$ cat src/rtl/sha256_message_hasher_assert.svh
// Assertion macros used by the hasher top level.
`ifndef SHA256_MESSAGE_HASHER_ASSERT_SVH
`define SHA256_MESSAGE_HASHER_ASSERT_SVH

// Clocked property check, disabled while reset is asserted.
`define SHA_ASSERT(label, prop, msg) \
  label: assert property (@(posedge clk_i) disable iff (!rst_ni) prop) \
    else $error(msg);

// Condition that must never be true at a clock edge.
`define SHA_ASSERT_NEVER(label, cond, msg) \
  `SHA_ASSERT(label, !(cond), msg)

`endif

$ cat src/rtl/sha_pkg.sv
// Types, constants and helper functions for the SHA-256 hasher.
`timescale 1ns / 1ps
package sha_pkg;

  typedef logic [7:0][31:0] hash_t;

  // Schedule window taps used by one round
  typedef struct packed {
    logic [31:0] w0;
    logic [31:0] w1;
    logic [31:0] w9;
    logic [31:0] w14;
  } sched_taps_t;

  localparam hash_t HashInit = {
    32'h5be0cd19, 32'h1f83d9ab, 32'h9b05688c, 32'h510e527f,
    32'ha54ff53a, 32'h3c6ef372, 32'hbb67ae85, 32'h6a09e667
  };

  localparam logic [7:0] PadMark = 8'h80;
  localparam logic [5:0] LenFieldPos = 6'd56;

  function automatic logic [31:0] rotr(input logic [31:0] x, input int unsigned n);
    return (x >> n) | (x << (32 - n));
  endfunction

  function automatic logic [31:0] round_k(input logic [5:0] idx);
    logic [31:0] k;
    case (idx)
      6'd0:  k = 32'h428a2f98;  6'd1:  k = 32'h71374491;
      6'd2:  k = 32'hb5c0fbcf;  6'd3:  k = 32'he9b5dba5;
      6'd4:  k = 32'h3956c25b;  6'd5:  k = 32'h59f111f1;
      6'd6:  k = 32'h923f82a4;  6'd7:  k = 32'hab1c5ed5;
      6'd8:  k = 32'hd807aa98;  6'd9:  k = 32'h12835b01;
      6'd10: k = 32'h243185be;  6'd11: k = 32'h550c7dc3;
      6'd12: k = 32'h72be5d74;  6'd13: k = 32'h80deb1fe;
      6'd14: k = 32'h9bdc06a7;  6'd15: k = 32'hc19bf174;
      6'd16: k = 32'he49b69c1;  6'd17: k = 32'hefbe4786;
      6'd18: k = 32'h0fc19dc6;  6'd19: k = 32'h240ca1cc;
      6'd20: k = 32'h2de92c6f;  6'd21: k = 32'h4a7484aa;
      6'd22: k = 32'h5cb0a9dc;  6'd23: k = 32'h76f988da;
      6'd24: k = 32'h983e5152;  6'd25: k = 32'ha831c66d;
      6'd26: k = 32'hb00327c8;  6'd27: k = 32'hbf597fc7;
      6'd28: k = 32'hc6e00bf3;  6'd29: k = 32'hd5a79147;
      6'd30: k = 32'h06ca6351;  6'd31: k = 32'h14292967;
      6'd32: k = 32'h27b70a85;  6'd33: k = 32'h2e1b2138;
      6'd34: k = 32'h4d2c6dfc;  6'd35: k = 32'h53380d13;
      6'd36: k = 32'h650a7354;  6'd37: k = 32'h766a0abb;
      6'd38: k = 32'h81c2c92e;  6'd39: k = 32'h92722c85;
      6'd40: k = 32'ha2bfe8a1;  6'd41: k = 32'ha81a664b;
      6'd42: k = 32'hc24b8b70;  6'd43: k = 32'hc76c51a3;
      6'd44: k = 32'hd192e819;  6'd45: k = 32'hd6990624;
      6'd46: k = 32'hf40e3585;  6'd47: k = 32'h106aa070;
      6'd48: k = 32'h19a4c116;  6'd49: k = 32'h1e376c08;
      6'd50: k = 32'h2748774c;  6'd51: k = 32'h34b0bcb5;
      6'd52: k = 32'h391c0cb3;  6'd53: k = 32'h4ed8aa4a;
      6'd54: k = 32'h5b9cca4f;  6'd55: k = 32'h682e6ff3;
      6'd56: k = 32'h748f82ee;  6'd57: k = 32'h78a5636f;
      6'd58: k = 32'h84c87814;  6'd59: k = 32'h8cc70208;
      6'd60: k = 32'h90befffa;  6'd61: k = 32'ha4506ceb;
      6'd62: k = 32'hbef9a3f7;  6'd63: k = 32'hc67178f2;
      default: k = 32'h0;
    endcase
    return k;
  endfunction

endpackage

$ cat src/rtl/sha_round.sv
// One SHA-256 compression round plus the next message schedule word.
`timescale 1ns / 1ps
module sha_round (
  input  sha_pkg::hash_t       vars_i,
  input  sha_pkg::sched_taps_t taps_i,
  input  logic [31:0]          k_i,
  output sha_pkg::hash_t       vars_o,
  output logic [31:0]          w_next_o
);

  logic [31:0] big_e, ch, t1, big_a, maj, t2, s0, s1;

  always_comb begin
    big_e = sha_pkg::rotr(vars_i[4], 6) ^ sha_pkg::rotr(vars_i[4], 11)
          ^ sha_pkg::rotr(vars_i[4], 25);
    ch    = (vars_i[4] & vars_i[5]) ^ (~vars_i[4] & vars_i[6]);
    t1    = vars_i[7] + big_e + ch + k_i + taps_i.w0;
    big_a = sha_pkg::rotr(vars_i[0], 2) ^ sha_pkg::rotr(vars_i[0], 13)
          ^ sha_pkg::rotr(vars_i[0], 22);
    maj   = (vars_i[0] & vars_i[1]) ^ (vars_i[0] & vars_i[2]) ^ (vars_i[1] & vars_i[2]);
    t2    = big_a + maj;

    vars_o[7] = vars_i[6];
    vars_o[6] = vars_i[5];
    vars_o[5] = vars_i[4];
    vars_o[4] = vars_i[3] + t1;
    vars_o[3] = vars_i[2];
    vars_o[2] = vars_i[1];
    vars_o[1] = vars_i[0];
    vars_o[0] = t1 + t2;

    // W[t+16] from the rolling window
    s0 = sha_pkg::rotr(taps_i.w1, 7) ^ sha_pkg::rotr(taps_i.w1, 18) ^ (taps_i.w1 >> 3);
    s1 = sha_pkg::rotr(taps_i.w14, 17) ^ sha_pkg::rotr(taps_i.w14, 19)
       ^ (taps_i.w14 >> 10);
    w_next_o = taps_i.w0 + s0 + taps_i.w9 + s1;
  end

endmodule

$ cat src/rtl/sha256_message_hasher.sv
// SHA-256 message hasher top level: byte loader, padding sequencer and round loop.
`timescale 1ns / 1ps
// SHA-256 (FIPS 180-4) over a byte stream given as left-aligned big-endian words.
// Each input transaction carries 0..4 bytes (counts 5..7 act as 4); tlast ends the
// message, after which the block pads, finishes and presents the 256-bit digest as
// one output transaction, then starts the next message from the initial hash.
// Flow: an input transaction is taken in S_IDLE, then its bytes are loaded one per
// cycle while no compression runs, and the item closes in S_DATA before the next
// transaction is taken. Every 64th byte triggers a compression (64 rounds through
// the single round unit, then the hash update), which holds the loading. The last
// item further loads the pad byte, zeros and eight length bytes one per cycle,
// again held by one or two compressions, before the digest is presented. The
// byte-serial loader and the one-round-per-cycle unit set the pace. The digest sits
// in an output register, so a new message may start while it waits; a second digest
// waits for the first to be taken.
module sha256_message_hasher (
  input  logic         clk_i,
  input  logic         rst_ni,
  input  logic         s_axis_tvalid_i,
  output logic         s_axis_tready_o,
  input  logic [39:0]  s_axis_tdata_i,  // [31:0] data_word, [34:32] byte_count, rest 0
  input  logic         s_axis_tlast_i,  // last_word
  output logic         m_axis_tvalid_o,
  input  logic         m_axis_tready_i,
  output logic [255:0] m_axis_tdata_o   // digest_w0 [31:0] up to digest_w7 [255:224]
);

  `include "sha256_message_hasher_assert.svh"

  // Sequencer states
  localparam logic [2:0] S_IDLE   = 3'd0;
  localparam logic [2:0] S_DATA   = 3'd1;
  localparam logic [2:0] S_PAD    = 3'd2;
  localparam logic [2:0] S_ZERO   = 3'd3;
  localparam logic [2:0] S_LEN    = 3'd4;
  localparam logic [2:0] S_ROUND  = 3'd5;
  localparam logic [2:0] S_UPDATE = 3'd6;
  localparam logic [2:0] S_FIN    = 3'd7;

  logic [2:0]   state_q, state_d, ret_q, ret_d;
  logic [5:0]   blk_cnt_q, blk_cnt_d;    // bytes in the current block
  logic [5:0]   rnd_q, rnd_d;
  logic [2:0]   rem_q, rem_d;            // bytes of the item still to load
  logic [2:0]   len_idx_q, len_idx_d;
  logic         last_q, last_d;
  logic [31:0]  word_q, word_d;
  logic [63:0]  len_q, len_d;
  sha_pkg::hash_t hash_q, hash_d, vars_q, vars_d, vars_next;
  logic [15:0][31:0] sched_q, sched_d;   // index 0 holds the oldest word
  logic         out_valid_q, out_valid_d;
  logic [255:0] out_data_q, out_data_d;

  logic         in_fire, push_en, out_load;
  logic [7:0]   push_byte;
  logic [2:0]   cnt_clamped;
  logic [63:0]  len_shift;
  logic [31:0]  w_next;
  sha_pkg::sched_taps_t taps;

  assign s_axis_tready_o = (state_q == S_IDLE);
  assign in_fire         = s_axis_tvalid_i && s_axis_tready_o;
  assign cnt_clamped     = s_axis_tdata_i[34] ? 3'd4 : s_axis_tdata_i[34:32];
  assign len_shift       = len_q >> {~len_idx_q, 3'b000};
  assign m_axis_tvalid_o = out_valid_q;
  assign m_axis_tdata_o  = out_data_q;

  assign taps.w0  = sched_q[0];
  assign taps.w1  = sched_q[1];
  assign taps.w9  = sched_q[9];
  assign taps.w14 = sched_q[14];

  sha_round u_round (
    .vars_i   (vars_q),
    .taps_i   (taps),
    .k_i      (sha_pkg::round_k(rnd_q)),
    .vars_o   (vars_next),
    .w_next_o (w_next)
  );

  always_comb begin
    state_d     = state_q;
    ret_d       = ret_q;
    blk_cnt_d   = blk_cnt_q;
    rnd_d       = rnd_q;
    rem_d       = rem_q;
    len_idx_d   = len_idx_q;
    last_d      = last_q;
    word_d      = word_q;
    len_d       = len_q;
    hash_d      = hash_q;
    vars_d      = vars_q;
    sched_d     = sched_q;
    out_valid_d = out_valid_q;
    out_data_d  = out_data_q;
    push_en     = 1'b0;
    push_byte   = 8'h00;
    out_load    = 1'b0;

    // Drop the digest once the downstream side takes it
    if (out_valid_q && m_axis_tready_i) begin
      out_valid_d = 1'b0;
    end

    case (state_q)
      S_IDLE: begin
        if (in_fire) begin
          word_d  = s_axis_tdata_i[31:0];
          rem_d   = cnt_clamped;
          last_d  = s_axis_tlast_i;
          len_d   = len_q + {58'd0, cnt_clamped, 3'b000};
          state_d = S_DATA;
        end
      end
      S_DATA: begin
        if (rem_q != 3'd0) begin
          push_en   = 1'b1;
          push_byte = word_q[31:24];
          word_d    = {word_q[23:0], 8'h00};
          rem_d     = rem_q - 3'd1;
          ret_d     = S_DATA;
        end else begin
          state_d = last_q ? S_PAD : S_IDLE;
        end
      end
      S_PAD: begin
        push_en   = 1'b1;
        push_byte = sha_pkg::PadMark;
        ret_d     = S_ZERO;
        state_d   = S_ZERO;
      end
      S_ZERO: begin
        if (blk_cnt_q == sha_pkg::LenFieldPos) begin
          len_idx_d = 3'd0;
          state_d   = S_LEN;
        end else begin
          push_en = 1'b1;
          ret_d   = S_ZERO;
        end
      end
      S_LEN: begin
        push_en   = 1'b1;
        push_byte = len_shift[7:0];
        len_idx_d = len_idx_q + 3'd1;
        ret_d     = (len_idx_q == 3'd7) ? S_FIN : S_LEN;
      end
      S_ROUND: begin
        vars_d = vars_next;
        for (int i = 0; i < 15; i++) begin
          sched_d[i] = sched_q[i + 1];
        end
        sched_d[15] = w_next;
        rnd_d       = rnd_q + 6'd1;
        if (rnd_q == 6'd63) begin
          state_d = S_UPDATE;
        end
      end
      S_UPDATE: begin
        for (int i = 0; i < 8; i++) begin
          hash_d[i] = hash_q[i] + vars_q[i];
        end
        state_d = ret_q;
      end
      S_FIN: begin
        // Hold the finished digest until the output register is free
        if (!out_valid_q || m_axis_tready_i) begin
          out_load    = 1'b1;
          out_data_d  = hash_q;
          out_valid_d = 1'b1;
          hash_d      = sha_pkg::HashInit;
          len_d       = 64'd0;
          state_d     = S_IDLE;
        end
      end
      default: begin
        state_d = S_IDLE;
      end
    endcase

    // Shift one byte into the block buffer; a full block starts compression
    if (push_en) begin
      for (int i = 0; i < 15; i++) begin
        sched_d[i] = {sched_q[i][23:0], sched_q[i + 1][31:24]};
      end
      sched_d[15] = {sched_q[15][23:0], push_byte};
      blk_cnt_d   = blk_cnt_q + 6'd1;
      if (blk_cnt_q == 6'd63) begin
        vars_d  = hash_q;
        rnd_d   = 6'd0;
        state_d = S_ROUND;
      end
    end
  end

  always_ff @(posedge clk_i or negedge rst_ni) begin
    if (!rst_ni) begin
      state_q     <= S_IDLE;
      ret_q       <= S_IDLE;
      blk_cnt_q   <= 6'd0;
      rnd_q       <= 6'd0;
      rem_q       <= 3'd0;
      len_idx_q   <= 3'd0;
      last_q      <= 1'b0;
      len_q       <= 64'd0;
      hash_q      <= sha_pkg::HashInit;
      out_valid_q <= 1'b0;
    end else begin
      state_q     <= state_d;
      ret_q       <= ret_d;
      blk_cnt_q   <= blk_cnt_d;
      rnd_q       <= rnd_d;
      rem_q       <= rem_d;
      len_idx_q   <= len_idx_d;
      last_q      <= last_d;
      len_q       <= len_d;
      hash_q      <= hash_d;
      out_valid_q <= out_valid_d;
    end
  end

  always_ff @(posedge clk_i) begin
    word_q     <= word_d;
    vars_q     <= vars_d;
    sched_q    <= sched_d;
    out_data_q <= out_data_d;
  end

  `SHA_ASSERT(a_round_cnt_idle, (state_q != S_ROUND) |-> (rnd_q == 6'd0), "round count off")
  `SHA_ASSERT(a_block_empty_in_round, (state_q == S_ROUND) |-> (blk_cnt_q == 6'd0),
              "block buffer not empty during compression")
  `SHA_ASSERT(a_digest_from_fin, $rose(out_valid_q) |-> ($past(state_q) == S_FIN),
              "digest loaded outside finish")
  `SHA_ASSERT(a_restart_hash, out_load |=> (hash_q == sha_pkg::HashInit && len_q == 64'd0),
              "hash not restarted after digest")
  `SHA_ASSERT_NEVER(a_no_accept_busy, s_axis_tready_o && (state_q == S_ROUND),
                    "input ready during compression")

endmodule
$ cat config.mk
export PLATFORM = sky130hd
export DESIGN_NAME = sha256_message_hasher
export DESIGN_NICKNAME = d
export VERILOG_FILES = /design/src/rtl/sha_pkg.sv /design/src/rtl/sha_round.sv /design/src/rtl/sha256_message_hasher.sv
export VERILOG_INCLUDE_DIRS = /design/src /design/src/rtl
export SDC_FILE = /design/constraint.sdc
export NUM_CORES = 2
export LEC_CHECK = 0
export BUFFER_PORTS_ARGS = -buffer_cell sky130_fd_sc_hd__buf_2
export CAP_MARGIN = 10
export CORE_MARGIN = 10
export CORE_UTILIZATION = 66
export CTS_CLUSTER_DIAMETER = 120
export DETAILED_ROUTE_END_ITERATION = 10
export PLACE_DENSITY = 0.87
export SETUP_SLACK_MARGIN = 0.5
export SKIP_LAST_GASP = 1
export SYNTH_ARGS = -nofsm -noshare
export SYNTH_HDL_FRONTEND = slang
export SYNTH_HIERARCHICAL = 1
export SYNTH_SLANG_ARGS = --single-unit
$ cat constraint.sdc
create_clock -name clk_i -period 20.6 [get_ports clk_i]
set_clock_uncertainty 0.05 [all_clocks]
set_input_delay 4.12 -clock clk_i [delete_from_list [all_inputs] [get_ports clk_i]]
set_output_delay 4.12 -clock clk_i [all_outputs]
set_load 0.05 [all_outputs]
==> impl_metrics.yaml <==
critical_path:
  critPathLaunchType: "register"
  crit_arrival_ps: 11310
  slowest_stage_delay_cp_ps: 780
  crit_type: "register to register"
  worstSetupEndpointType: "register"
  cpMostUsedCell: "sky130_fd_sc_hd__inv_1"
  cp_delay_by_family_top: "compound AO/OA/AOI/OAI gates"
  critical_path.n_buffers_inverters: 8
  slowest_stage: "sky130_fd_sc_hd__ha_1"
  critical_path.max_fanout: 25
  crit_required_ps: 21260
final_layout:
  synthToLayoutAreaGrowth_pct: 7.23
  multi_input_comb_area_um2: 42800
  layout.cells.most_common_list: "2472 x sky130_fd_sc_hd__nand2_1, 800 x sky130_fd_sc_hd__edfxtp_1, 615 x sky130_fd_sc_hd__nor2_1"
  num-nets-final: 9946
  layout.core_utilization_pct: 71.1
  final-seq-area_um2: 37900
  finalInstanceArea_um2: 91800
  final_common_cell: "sky130_fd_sc_hd__nand2_1"
  fill_cells: 9573
  post_route_cells_drive_above_1_share_pct: 8.83
placement:
  placedInstanceArea_um2: 86800
  dp_hpwl_um: 189000
  io_buffers: 297
  place_congestion: 1.00
sta:
  rsz0062_at_grt: "false"
  hold_violations: 0
  final_setup_violation_count: 0
  worst_pin_slew_ps: 1270
  slew_headroom_pct: 15.1
  final_period_minus_worst_setup_slack_ps: 10650
  final_max_slew_violation_count: 0
  finalHoldWorstSlack_ps: 425
  final_min_period_over_clock_period_pct: 51.7
  fin_tns_setup_ps: 0
  fmaxAchievable_mhz: 93.9
routing:
  wl_per_cell_um: 23.6
  drt_first_iter_violations: 9230
  first_pass_iters: 8
  postRouteAntennaNets: 0
  detailroute.via_count: 70262
  wl_um: 264000
  remaining_drc_errors: 0
  vias_per_cell: 6.29
job:
  number_of_violations_of_the_max_capacitance_limit: 0
die:
  ios: 303
  initial_core_util_pct: 66.3
  die_width_um: 380
  core_um2: 129000
  die_area_um2: 145000
  placementRows: 132
  die_y_um: 380
global_routing:
  largest_net_degree_at_the_start_of_global_routing: 266
  grt_pass1_wl_um: 397000
  grt_pass1_vias: 66376
  grt.total_usage_pct: 35.1
  overflow_left_after_global_routing: 0
  antenna_violations_before_repair: 5
synthesis:
  yosysUniqueCellTypes: 108
  synth.avg_cell_area_um2: 9.07
  synth_enable_flop_cells: 800
  ys_flop_type: "sky130_fd_sc_hd__edfxtp_1"
  post_synth_instance_area_um2: 85600
  synth_fp_nets: 10078
  async_flop_share_pct: 24.5
  synth.yosys.seq_area_share_pct: 44.3
  synth_cells: 9439
  ys_seq_elements: 1399
  total_number_of_yosys_warnings: 6
clocking:
  post-cts-setup-buffer-count: 0
  cts.repair.resized: 0
  ctsLongestPathBuffers: 3
  worst_setup_hold_path_clk_slew_ps: 60
  tritoncts.num_buffers: 147
  tritoncts_clock_tree: "yes"
  post_cts_hold_buffer_count: 0
  ctsRootBufferMaster: "sky130_fd_sc_hd__clkbuf_16"
  clk-insertion-delay-late_ps: 810
  cts.htree.levels: 4
  tritoncts_num_sinks: 1399
run_status:
  run_status: "complete, no violations"
worst_hold_path:
  worstHoldPathType: "register to register"
-- flip-flops by register name, summed over array words and instances (netlist names) --
signal and flops:
sched_q 512, hash_q 256, m_axis_tdata_o 256, vars_q 256
len_q 61, word_q 32, blk_cnt_q 6, rnd_q 6
len_idx_q 3, rem_q 3, ret_q 3, state_q 3
last_q 1, m_axis_tvalid_o 1
-- synthesized netlist by cell type (11+ instances only) --
master	number	area, um^2
sky130_fd_sc_hd__a31oi_1	317	1980
sky130_fd_sc_hd__buf_4	194	1460
sky130_fd_sc_hd__xnor2_1	369	3230
sky130_fd_sc_hd__edfxtp_1	800	24000
sky130_fd_sc_hd__mux4_2	15	338
sky130_fd_sc_hd__o21ai_0	384	1920
sky130_fd_sc_hd__nor2_1	618	2320
sky130_fd_sc_hd__mux2_2	13	146
sky130_fd_sc_hd__and4_1	14	123
sky130_fd_sc_hd__o31a_1	13	114
sky130_fd_sc_hd__a21o_1	280	2100
sky130_fd_sc_hd__and3_1	53	332
sky130_fd_sc_hd__dfstp_2	136	3570
sky130_fd_sc_hd__mux2i_1	41	410
sky130_fd_sc_hd__nor2b_1	32	200
sky130_fd_sc_hd__o31ai_1	32	240
sky130_fd_sc_hd__a21oi_1	512	2560
sky130_fd_sc_hd__nand3_1	171	856
sky130_fd_sc_hd__clkbuf_1	411	1540
sky130_fd_sc_hd__o21bai_1	47	353
sky130_fd_sc_hd__a211oi_1	53	398
sky130_fd_sc_hd__dfrtp_1	207	5180
sky130_fd_sc_hd__o21ai_1	11	55.1
sky130_fd_sc_hd__dfxtp_1	256	5120
sky130_fd_sc_hd__a21boi_0	13	97.6
sky130_fd_sc_hd__fa_1	196	3920
sky130_fd_sc_hd__ha_1	398	4980
sky130_fd_sc_hd__a311oi_1	14	123
sky130_fd_sc_hd__buf_1	29	109
sky130_fd_sc_hd__nor3_1	96	480
sky130_fd_sc_hd__nand4_1	50	313
sky130_fd_sc_hd__or3_1	21	131
sky130_fd_sc_hd__nand2_1	2476	9290
sky130_fd_sc_hd__o21a_1	46	345
sky130_fd_sc_hd__xor2_1	280	2450
sky130_fd_sc_hd__and2_1	25	156
sky130_fd_sc_hd__inv_1	487	1830
sky130_fd_sc_hd__o211ai_1	35	263
sky130_fd_sc_hd__o22ai_1	11	68.8
sky130_fd_sc_hd__nand2b_1	39	244
sky130_fd_sc_hd__or2_2	16	100
-- cells by family (layout without fill, tap and decap cells) --
group,after synthesis,count (layout),share of synthesized area (%)
adder cells (fa/ha/maj),597,597,10.4
flip-flops,1399,1399,44.3
other,0,2,0
multiplexers,69,69,1.04
buffers and inverters,1134,1125,5.85
XOR/XNOR,651,651,6.69
AO/OA/AOI/OAI,1935,1935,14.3
AND/OR/NAND/NOR,3654,3654,17.4
-- metal layers --
layer / GRT usage, % / vias up / share of wire, %
met5: 0 / - / 0.010
met4: 19.5 / 4 / 6.3
met3: 6.43 / 805 / 9.6
met2: 54.6 / 3882 / 45
met1: 46.5 / 33724 / 39
li1: - / 31847 / -
-- area by class of cell --
class / instances / area share, %
Inverter: 491 / 2.02
Sequential cell: 1399 / 41.3
Multi-Input combinational cell: 6906 / 46.6
Clock inverter: 86 / 1.18
Antenna cell: 2 / 0.00545
Timing Repair Buffer: 362 / 2.24
Tap cell: 1742 / 2.37
Clock buffer: 186 / 4.29
-- through the flow --
step	setup slack, ps	std cells
2_1_floorplan	6890	9439
3_3_place_gp	10150	10899
3_5_place_dp	10110	10899
4_1_cts	10100	11171
5_1_grt	9480	11172
6_report	9950	11174
-- worst min-delay path, stage by stage (launching register included) --
cell and delay [ps]:
sky130_fd_sc_hd__dfrtp_1 340, sky130_fd_sc_hd__nand2_1 50, sky130_fd_sc_hd__nand2_1 50
-- final timing paths --
check                           cells past startpoint  slack [ps]     start           to
worst max-delay path                               36        9950  rnd_q[1]   vars_q[30]
worst min-delay path                                2         430  ret_q[2]     ret_q[2]
worst max register to register                     36        9950  rnd_q[1]   vars_q[30]
worst min register to register                      2         430  ret_q[2]     ret_q[2]
max in group asynchronous                           3       14980    rst_ni  hash_q[183]
min in group asynchronous                           1        3260    rst_ni  hash_q[117]
Power is not shown: default switching activity piles up to over one toggle a cycle in this logic, so the estimate is an artifact.
